$ cat src/rtl/core/u8cp_pkg.sv
// u8cp_pkg: types, constants and the code point to CP437 lookup shared by
// the UTF-8 to CP437 transcoder. No dependencies.
`timescale 1ns / 1ps

package u8cp_pkg;

    localparam logic [7:0]  CH_QMARK    = 8'h3F;
    localparam logic [7:0]  CH_NUL      = 8'h00;
    localparam logic [20:0] CP_MIN_3B   = 21'h000800;
    localparam logic [20:0] CP_SURR_LO  = 21'h00D800;
    localparam logic [20:0] CP_SURR_HI  = 21'h00DFFF;
    localparam logic [20:0] CP_MIN_4B   = 21'h010000;
    localparam logic [20:0] CP_MAX      = 21'h10FFFF;

    // pending multi-byte sequence
    typedef struct packed {
        logic [1:0]  need;
        logic [1:0]  coll;
        logic [20:0] acc;
    } seq_t;

    // what one source byte asks for: up to three '?' plus an optional final
    // character, or a terminator
    typedef struct packed {
        seq_t       seq_next;
        logic [2:0] attempts;
        logic       has_char;
        logic [7:0] last_char;
        logic       term;
    } dec_t;

    function automatic logic [7:0] to_cp437(input logic [20:0] cp);
        logic [7:0] ch;
        if (cp < 21'h80)
        begin
            ch = cp[7:0];
        end
        else
        begin
            case (cp)
                21'h00A0: ch = 8'h20;
                21'h00AB: ch = 8'hAE;
                21'h00B0: ch = 8'hF8;
                21'h00B2: ch = 8'hFD;
                21'h00B3: ch = 8'h33;
                21'h00B5: ch = 8'hE6;
                21'h00BB: ch = 8'hAF;
                21'h00C4: ch = 8'h8E;
                21'h00C7: ch = 8'h80;
                21'h00C9: ch = 8'h90;
                21'h00D6: ch = 8'h99;
                21'h00DC: ch = 8'h9A;
                21'h00DF: ch = 8'hE1;
                21'h00E0: ch = 8'h85;
                21'h00E2: ch = 8'h83;
                21'h00E4: ch = 8'h84;
                21'h00E7: ch = 8'h87;
                21'h00E8: ch = 8'h8A;
                21'h00E9: ch = 8'h82;
                21'h00EA: ch = 8'h88;
                21'h00EB: ch = 8'h89;
                21'h00EE: ch = 8'h8C;
                21'h00EF: ch = 8'h8B;
                21'h00F4: ch = 8'h93;
                21'h00F6: ch = 8'h94;
                21'h00F9: ch = 8'h97;
                21'h00FB: ch = 8'h96;
                21'h00FC: ch = 8'h81;
                21'h03A9: ch = 8'hEA;
                21'h2019: ch = 8'h27;
                default:  ch = CH_QMARK;
            endcase
        end
        return ch;
    endfunction

endpackage

$ cat src/rtl/core/u8cp_decoder.sv
// u8cp_decoder: combinational UTF-8 byte decoder. Given one source byte and
// the pending sequence, gives the next sequence state and the results asked
// for. Depends on u8cp_pkg.
`timescale 1ns / 1ps

module u8cp_decoder
(
    input  logic [7:0]     in_byte,
    input  u8cp_pkg::seq_t seq,
    output u8cp_pkg::dec_t dec
);

    logic        pending;
    logic        cont;
    logic [20:0] acc_n;
    logic [1:0]  coll_n;
    logic        bad;
    logic [1:0]  nq;

    assign pending = (seq.need != 2'd0);
    assign cont    = (in_byte[7:6] == 2'b10);
    assign acc_n   = {seq.acc[14:0], in_byte[5:0]};
    assign coll_n  = seq.coll + 2'd1;

    always_comb
    begin
        bad = 1'b0;
        if (seq.need == 2'd2)
        begin
            bad = (acc_n < u8cp_pkg::CP_MIN_3B)
                || ((acc_n >= u8cp_pkg::CP_SURR_LO) && (acc_n <= u8cp_pkg::CP_SURR_HI));
        end
        else if (seq.need == 2'd3)
        begin
            bad = (acc_n < u8cp_pkg::CP_MIN_4B) || (acc_n > u8cp_pkg::CP_MAX);
        end
    end

    always_comb
    begin
        dec           = '0;
        dec.seq_next  = seq;
        dec.last_char = u8cp_pkg::CH_QMARK;
        nq            = 2'd0;
        if (pending && cont)
        begin
            if (coll_n >= seq.need)
            begin
                dec.seq_next  = '0;
                dec.has_char  = 1'b1;
                dec.last_char = bad ? u8cp_pkg::CH_QMARK : u8cp_pkg::to_cp437(acc_n);
            end
            else
            begin
                dec.seq_next.acc  = acc_n;
                dec.seq_next.coll = coll_n;
            end
        end
        else
        begin
            // broken sequence: '?' for the lead and each collected continuation
            if (pending)
            begin
                nq = coll_n;
            end
            dec.seq_next = '0;
            if (in_byte == 8'h00)
            begin
                dec.term = 1'b1;
            end
            else if (in_byte < 8'h80)
            begin
                dec.has_char  = 1'b1;
                dec.last_char = in_byte;
            end
            else if ((in_byte >= 8'hC2) && (in_byte <= 8'hDF))
            begin
                dec.seq_next.need = 2'd1;
                dec.seq_next.acc  = {16'd0, in_byte[4:0]};
            end
            else if ((in_byte >= 8'hE0) && (in_byte <= 8'hEF))
            begin
                dec.seq_next.need = 2'd2;
                dec.seq_next.acc  = {17'd0, in_byte[3:0]};
            end
            else if ((in_byte >= 8'hF0) && (in_byte <= 8'hF4))
            begin
                dec.seq_next.need = 2'd3;
                dec.seq_next.acc  = {18'd0, in_byte[2:0]};
            end
            else
            begin
                dec.has_char = 1'b1;
            end
        end
        dec.attempts = {1'b0, nq} + {2'd0, dec.has_char};
    end

endmodule

$ cat src/rtl/core/utf8_to_cp437_transcoder_unit.sv
// utf8_to_cp437_transcoder_unit: top level of the UTF-8 to CP437 transcoder.
// Depends on u8cp_pkg and u8cp_decoder.
`timescale 1ns / 1ps

// Usage
//   s_t*   : one UTF-8 byte per request; a zero byte ends the string.
//   m_t*   : result stream. tdata = {char_count[15:0], out_char[7:0]},
//            tuser = is_terminator, tlast = last result of that source byte.
//   cfg_*  : writes max_chars; always ready, write only while idle.
// A byte is held in the input register, is decoded into the result bundle
// register, and its first result is then on m_t*. A byte giving k results
// (k is 0 to 4) holds the bundle until all k are taken; bytes giving at
// most one result stream at one byte per cycle while m_tready is high. A
// byte that only starts or extends a sequence gives no result and leaves
// the bundle empty.
// Characters beyond max_chars (or the count width) are dropped; the
// terminator always appears and carries the count, which then returns to zero.
// When m_tready is low the bundle holds, the input register fills, and then
// s_tready drops. Reset empties both registers, clears any pending sequence
// and the count, and sets max_chars to 65535.

module utf8_to_cp437_transcoder_unit
#(
    parameter int COUNT_WIDTH = 16
)
(
    input  logic        clk,
    input  logic        rst_n,
    input  logic        s_tvalid,
    output logic        s_tready,
    input  logic [7:0]  s_tdata,    // [7:0] in_byte
    output logic        m_tvalid,
    input  logic        m_tready,
    output logic [23:0] m_tdata,    // [7:0] out_char, [23:8] char_count
    output logic        m_tuser,    // [0] is_terminator
    output logic        m_tlast,
    input  logic        cfg_valid,
    output logic        cfg_ready,
    input  logic [15:0] cfg_data
);

    localparam int LW = (COUNT_WIDTH > 16) ? COUNT_WIDTH : 16;
    localparam logic [LW-1:0] CMAX = LW'({COUNT_WIDTH{1'b1}});

    logic [15:0]            max_chars_reg;
    logic                   in_valid_reg;
    logic [7:0]             in_byte_reg;
    u8cp_pkg::seq_t         seq_reg;
    logic [COUNT_WIDTH-1:0] written_reg;
    logic [COUNT_WIDTH-1:0] written_next;

    logic                   bundle_valid_reg;
    logic                   bundle_valid_next;
    logic [2:0]             cnt_reg;
    logic [1:0]             idx_reg;
    logic [1:0]             idx_next;
    logic                   term_reg;
    logic [15:0]            base_reg;
    logic [7:0]             char_reg [4];
    logic [7:0]             char_next [4];

    u8cp_pkg::dec_t         dec;
    logic [LW-1:0]          written_ext;
    logic [LW-1:0]          maxc_ext;
    logic [LW-1:0]          limit;
    logic [LW-1:0]          avail;
    logic [2:0]             emitted;
    logic [2:0]             cnt_next;

    logic                   take;
    logic                   at_last;
    logic                   bundle_free;
    logic                   fire;

    u8cp_decoder u_dec
    (
        .in_byte (in_byte_reg),
        .seq     (seq_reg),
        .dec     (dec)
    );

    // capacity: characters still allowed in this string
    assign written_ext = LW'(written_reg);
    assign maxc_ext    = LW'(max_chars_reg);
    assign limit       = (maxc_ext < CMAX) ? maxc_ext : CMAX;
    assign avail       = (written_ext < limit) ? (limit - written_ext) : '0;
    assign emitted     = (avail < LW'(dec.attempts)) ? avail[2:0] : dec.attempts;
    assign cnt_next    = emitted + {2'd0, dec.term};
    assign written_next = dec.term ? '0 : (written_reg + COUNT_WIDTH'(emitted));

    always_comb
    begin
        for (int i = 0; i < 4; i++)
        begin
            char_next[i] = ((3'(i) + 3'd1 == dec.attempts) && dec.has_char)
                         ? dec.last_char : u8cp_pkg::CH_QMARK;
        end
    end

    assign take        = m_tvalid && m_tready;
    assign at_last     = ({1'b0, idx_reg} + 3'd1 == cnt_reg);
    assign bundle_free = !bundle_valid_reg || (take && at_last);
    assign fire        = in_valid_reg && bundle_free;

    assign bundle_valid_next = fire ? (cnt_next != 3'd0) : bundle_valid_reg && !(take && at_last);
    assign idx_next          = fire ? 2'd0 : (take ? idx_reg + 2'd1 : idx_reg);

    assign s_tready  = !in_valid_reg || fire;
    assign cfg_ready = 1'b1;

    always_ff @(posedge clk or negedge rst_n)
    begin
        if (!rst_n)
        begin
            max_chars_reg    <= 16'hFFFF;
            in_valid_reg     <= 1'b0;
            seq_reg          <= '0;
            written_reg      <= '0;
            bundle_valid_reg <= 1'b0;
            idx_reg          <= 2'd0;
        end
        else
        begin
            if (cfg_valid && cfg_ready)
            begin
                max_chars_reg <= cfg_data;
            end
            if (s_tready)
            begin
                in_valid_reg <= s_tvalid;
            end
            if (fire)
            begin
                seq_reg     <= dec.seq_next;
                written_reg <= written_next;
            end
            bundle_valid_reg <= bundle_valid_next;
            idx_reg          <= idx_next;
        end
    end

    always_ff @(posedge clk)
    begin
        if (s_tready && s_tvalid)
        begin
            in_byte_reg <= s_tdata;
        end
        if (fire)
        begin
            cnt_reg  <= cnt_next;
            term_reg <= dec.term;
            base_reg <= written_ext[15:0];
            for (int i = 0; i < 4; i++)
            begin
                char_reg[i] <= char_next[i];
            end
        end
    end

    // terminator counts the characters before it; a character counts itself
    assign m_tvalid = bundle_valid_reg;
    assign m_tuser  = term_reg && at_last;
    assign m_tlast  = at_last;
    assign m_tdata  = {base_reg + 16'(idx_reg) + {15'd0, !m_tuser},
                       m_tuser ? u8cp_pkg::CH_NUL : char_reg[idx_reg]};

    a_idx_in_bundle : assert property (@(posedge clk) disable iff (!rst_n)
        bundle_valid_reg |-> ({1'b0, idx_reg} < cnt_reg) && (cnt_reg <= 3'd4))
        else $error("result index beyond bundle");

    a_term_closes_run : assert property (@(posedge clk) disable iff (!rst_n)
        (m_tvalid && m_tuser) |-> m_tlast)
        else $error("terminator not last of run");

    a_count_cleared : assert property (@(posedge clk) disable iff (!rst_n)
        (fire && dec.term) |=> (written_reg == '0) && (seq_reg.need == 2'd0))
        else $error("count or sequence not cleared after terminator");

endmodule

$ cat config.mk
export PLATFORM = sky130hd
export DESIGN_NAME = utf8_to_cp437_transcoder_unit
export DESIGN_NICKNAME = d
export VERILOG_FILES = /design/src/rtl/core/u8cp_pkg.sv /design/src/rtl/core/u8cp_decoder.sv /design/src/rtl/core/utf8_to_cp437_transcoder_unit.sv
export SDC_FILE = /design/constraint.sdc
export NUM_CORES = 1
export LEC_CHECK = 0
export ABC_CLOCK_PERIOD_IN_PS = 6300
export BUFFER_PORTS_ARGS = -buffer_cell sky130_fd_sc_hd__buf_2
export CAP_MARGIN = 20
export CORE_ASPECT_RATIO = 1.1
export CORE_UTILIZATION = 57
export DETAILED_ROUTE_END_ITERATION = 10
export GPL_TIMING_DRIVEN = 0
export PLACE_DENSITY_LB_ADDON = 0.15
export SYNTH_ARGS = -nofsm -noshare
export SYNTH_HDL_FRONTEND = slang
export SYNTH_HIERARCHICAL = 1
export SYNTH_SLANG_ARGS = --single-unit
$ cat constraint.sdc
create_clock -name clk -period 6.3 [get_ports clk]
set_input_delay 1.575 -clock clk [delete_from_list [all_inputs] [get_ports clk]]
set_output_delay 1.575 -clock clk [all_outputs]
set_load 0.01 [all_outputs]
==> flow_summary.ini, run 1 <==
[cts]
htreeDepth = 4
clock_sink_count = 115
cts_hold_buf = 0
clkTransAtPathRegs_ns = 0.05
cts_buffer_depth = 2
cts_root_buffer = clkbuf_16
cts_tree = yes
clk_latency_ns = 0.42
cts_made_buffers = 17

[power_and_ir_drop]
p_sw_share_pct = 40.0
pwr_density_cell_nw_per_um2 = 448
pwr-share-clk_pct = 23.9
seqPwrFrac_pct = 29.5
combPwrFrac_pct = 46.5
p_sw_mw = 1.58
ir_drop_mv = 0.276
finalPower_mw = 3.95
p_int_mw = 2.37
leakage_nw = 3.52

[run_status]
status = finished, violations left
violations = design-rule violations

[sta]
fmax_mhz = 164
period_minus_slack_ns = 6.11
hold_viol = 0
slew_violations = 0
max_slew_margin_pct = 42.7
timing.final.crit_share_pct = 97.0
setup_viol = 0
tightest_slew_ns = 0.858
fin_skew_ns = 0.0124
fin_setup_tns_ns = 0
timing.final.ws_setup_ns = 0.187

[global_route]
met3_usage_pct = 4.95
grtUsageTotal_pct = 27.4
met2_usage_pct = 42.3
grt_pass1_vias = 5735
grt_pass1_wl_mm = 29.2
grt_busiest_layer = met2
antenna_found_initial = 0
use_met1_pct = 39.2
grt_max_degree = 35
grt-ovfl-total = 0

[floorplan]
core_area_um2 = 12800
die-area_um2 = 13800
placement_rows = 43
floorplan.initialDensity_pct = 59.2
die_y_um = 123
ios = 58
die_x_um = 112

[placement]
post-place-ws_ns = -0.522
dpl.hpwl_mm = 13.3
gp_congestion = 0.913
portBuffers = 55

[setup_path]
reg2reg_from = in_byte_reg[1]
path_max_fanout = 10
start_kind = flip-flop
cp-end-kind = flip-flop
reg2reg_depth = 23
critPathMaxStageDelay_ns = 0.72
cp_common_cell = ha_1
critPathKind = reg -> reg
cp-startpoint = in_byte_reg[1]
crit_path_cell_trace = clkbuf_2, buf_2, o311ai_2, nor2_1, nor3_2, a21o_1, ha_1, ha_1, inv_2, ha_1, a21oi_1, nand2_1, or4_4, nor4_2, nand4_1, o31ai_4, o21ai_0, o21a_1, ha_1, ha_1, or4b_2, o22ai_1, nor3_2
worstPathRequired_ns = 6.60
worst_ep_arrival_time_ns = 6.41
cpMaxStageDelayCell = or4b_2

[worst_hold_path]
hold_path_class = reg -> reg
hold-path-cell-count = 0
hp-start = written_ext[15]

[route]
drc = 6
detail-route-antenna-nets = 0
drt_wl_total_mm = 17.9
viasPerCell = 6.04
dr.pass1.iters = 9
drtIter0Drc = 475
num_vias = 6143
post_drt_wl_per_cell_um = 17.6

[yosys]
avgSynthCellArea_um2 = 9.92
syn_nets = 826
syn_area_um2 = 7580
synth_warnings = 6
netlist_instances = 764

[final_layout]
n_antenna_cell = 0
area_growth_pct = 16.5
fillers = 973
drive_gt1_share_pct = 24.8
final_cell_mix = edfxtp_1, buf_2, nor2_1
fin_util_pct = 69.0
largest_register_ffs = 32
fin_nets = 909
final_common_cell = edfxtp_1

[run]
maxCapViolations = 0
==> power by group through the flow <==
| stage | clock, mW | sequential [mW] | combinational, mW |
|---|---|---|---|
| 3_5_place_dp | 0 | 1.18 | 1.75 |
| 2_1_floorplan | 0 | 1.14 | 1.29 |
| 6_report | 0.947 | 1.17 | 1.84 |
| 3_3_place_gp | 0 | 1.17 | 1.68 |
| 4_1_cts | 0.960 | 1.17 | 1.77 |
| 5_1_grt | 0.997 | 1.19 | 2.02 |
==> metal layers <==
layer | vias to the layer above | wire, um
met3 | 29 | 1140
li1 | 2954 | -
met2 | 247 | 8070
met1 | 2913 | 8480
met4 | 0 | 259
met5 | - | 0
==> final cells by class <==
type,count,area [um^2],share of cell area [%]
inverter,46,173,1.96
tap,157,196,2.22
buffer,49,206,2.34
clock inverter,14,156,1.77
sequential,115,3200,36.2
multi-input combinational,553,4100,46.4
clock buffer,18,429,4.86
timing repair buffer,65,375,4.25
==> repair_timing <==
action	CTS	global route
setup endpoints to repair	15	14
setup buffers	0	8
gates resized for setup	10	15
pin swaps	1	8
==> through the flow <==
stage               hold WS [ns]  cell area [um^2]  std cells
CTS                        0.465              8730       1010
detailed placement         0.443              8110        978
global route               0.475              8830       1017
floorplan                  0.425              7580        764
global placement           0.435              8050        976
finish                     0.463              8830       1017
==> worst paths after layout <==
| kind | end | slack (ns) |
|---|---|---|
| max | m_tvalid | 0.19 |
| min | base_reg[15] | 0.46 |
| max reg2reg | m_tvalid | 0.19 |
| min reg2reg | base_reg[15] | 0.46 |
| max in group asynchronous | max_chars_reg[1] | 4.54 |
| min in group asynchronous | written_ext[14] | 1.14 |
==> critical path, delay by kind of cell (launching register included) <==
kind / cells / cell delay, ns
fa+ha+maj: 5 / 1.20
buf+inv: 3 / 0.59
simple gates: 8 / 2.16
compound gates: 7 / 1.61
flops: 1 / 0.43
No activity file was read; power rests on OpenSTA's default activity.
==> run 2, diff against run 1 <==
--- a/config.mk
+++ b/config.mk
@@ -10,6 +10,7 @@
 export CAP_MARGIN = 20
 export CORE_ASPECT_RATIO = 1.1
 export CORE_UTILIZATION = 57
+export CTS_BUF_LIST = sky130_fd_sc_hd__clkbuf_16
 export DETAILED_ROUTE_END_ITERATION = 10
 export GPL_TIMING_DRIVEN = 0
 export PLACE_DENSITY_LB_ADDON = 0.15
==> flow_summary.ini, run 2 (synthesis gave the netlist of run 1 again) <==
[final_layout]
n_antenna_cell = 0
largest_register_ffs = 32
multi_input_area_um2 = 4100
final_cell_mix = edfxtp_1, buf_2, nor2_1
area_growth_pct = 16.5
regArea_um2 = 3200
fin_nets = 909
final_area_um2 = 8830
final_cell_count_no_fill = 1017
fin_util_pct = 69.0
fillers = 973
final_common_cell = edfxtp_1
drive_gt1_share_pct = 24.8

[setup_path]
regToRegSetupSlack_ns = 0.19
cpMaxStageDelayCell = or4b_2
cp_common_cell = ha_1
start_kind = flip-flop
critPathKind = reg -> reg
critPathMaxStageDelay_ns = 0.72
worst_ep_arrival_time_ns = 6.41
r2r_end = m_tvalid
reg2reg_depth = 23
cp-end-kind = flip-flop
worstPathRequired_ns = 6.60
cp-endpoint = m_tvalid
cp-startpoint = in_byte_reg[1]
path_max_fanout = 10
crit_path_cell_trace = clkbuf_2, buf_2, o311ai_2, nor2_1, nor3_2, a21o_1, ha_1, ha_1, inv_2, ha_1, a21oi_1, nand2_1, or4_4, nor4_2, nand4_1, o31ai_4, o21ai_0, o21a_1, ha_1, ha_1, or4b_2, o22ai_1, nor3_2
reg2reg_from = in_byte_reg[1]

[sta]
whs_ns = 0.463
fin_skew_ns = 0.0127
fin_setup_tns_ns = 0
timing.final.ws_setup_ns = 0.191
tightest_slew_ns = 0.858
timing.final.crit_share_pct = 97.0
slew_violations = 0
hold_viol = 0
setup_viol = 0
max_slew_margin_pct = 42.7
fmax_mhz = 164
period_minus_slack_ns = 6.11

[placement]
dpl_cell_area_um2 = 8110
portBuffers = 55
gp_congestion = 0.913
dp_cells = 978
post-place-ws_ns = -0.522
dpl.hpwl_mm = 13.3

[floorplan]
die_x_um = 112
die_y_um = 123
die-area_um2 = 13800
core_area_um2 = 12800
ios = 58
placement_rows = 43
floorplan.initialDensity_pct = 59.2

[route]
viasPerCell = 6.03
num_vias = 6136
dr.pass1.iters = 8
post_drt_wl_per_cell_um = 17.7
drtIter0Drc = 482
drt_wl_total_mm = 18.0
detail-route-antenna-nets = 0
drc = 6

[global_route]
grt_max_degree = 35
grt-ovfl-total = 0
grt_pass1_wl_mm = 29.2
antenna_found_initial = 0
grtUsageTotal_pct = 27.4
grt_pass1_vias = 5735

[run]
maxCapViolations = 0

[cts]
clk_latency_ns = 0.42
htreeDepth = 4
clkTransAtPathRegs_ns = 0.05
cts_tree = yes
clock_sink_count = 115
cts_buffer_depth = 2
cts_made_buffers = 17
cts_root_buffer = clkbuf_16

[worst_hold_path]
hold_path_class = reg -> reg

[power_and_ir_drop]
pwr_density_cell_nw_per_um2 = 448
ir_drop_mv = 0.276
leakage_nw = 3.52
finalPower_mw = 3.95

[run_status]
violations = design-rule violations
status = finished, violations left
run 2: cell types whose count changed in the layout (fill, tap and decap cells not counted):
cell	previous run	this run
clkbuf_1	33	32
inv_1	45	46
run 2: layout make-up:
| type | instances | share of cell area (%) |
|---|---|---|
| clock buffers | 17 | 4.82 |
| inverters | 46 | 1.96 |
| repair buffers | 65 | 4.25 |
| clock inverters | 15 | 1.81 |
| well taps | 157 | 2.22 |
| plain buffers | 49 | 2.34 |
| flip-flops and latches | 115 | 36.2 |
| multi-input cells | 553 | 46.4 |
run 2: per-layer routing:
layer / part of all wire (%) / up-vias / GRT usage (%)
li1: - / 2950 / -
met2: 45 / 235 / 42.3
met3: 6.0 / 29 / 4.95
met5: 0 / - / 0
met4: 1.4 / 0 / 9.58
met1: 47 / 2922 / 39.2
run 2: worst min path at each step:
stage | start | cells after the start | to
6_report | written_ext[15] | 0 | base_reg[15]
5_1_grt | written_ext[15] | 0 | base_reg[15]
4_1_cts | written_ext[13] | 0 | base_reg[13]
3_5_place_dp | written_ext[15] | 0 | base_reg[15]
3_3_place_gp | written_ext[15] | 0 | base_reg[15]
2_1_floorplan | written_ext[13] | 0 | base_reg[13]
run 2: critical path: cells and delay by family, from the launching register on:
kind	cells	cell delay, ns
compound gates	7	1.61
simple gates	8	2.17
fa+ha+maj	5	1.20
flops	1	0.43
buf+inv	3	0.59
run 2: repair_timing:
action	4_1_cts	5_1_grt
pin swaps	1	8
setup buffers	0	8
setup endpoints to repair	15	14
resized for setup	10	15
hold buffers	0	0
run 2: where the power goes:
part           internal [mW]  total, mW  switching [mW]
clock network          0.584      0.946           0.362
logic                  0.748       1.84            1.09
registers               1.04       1.17           0.128
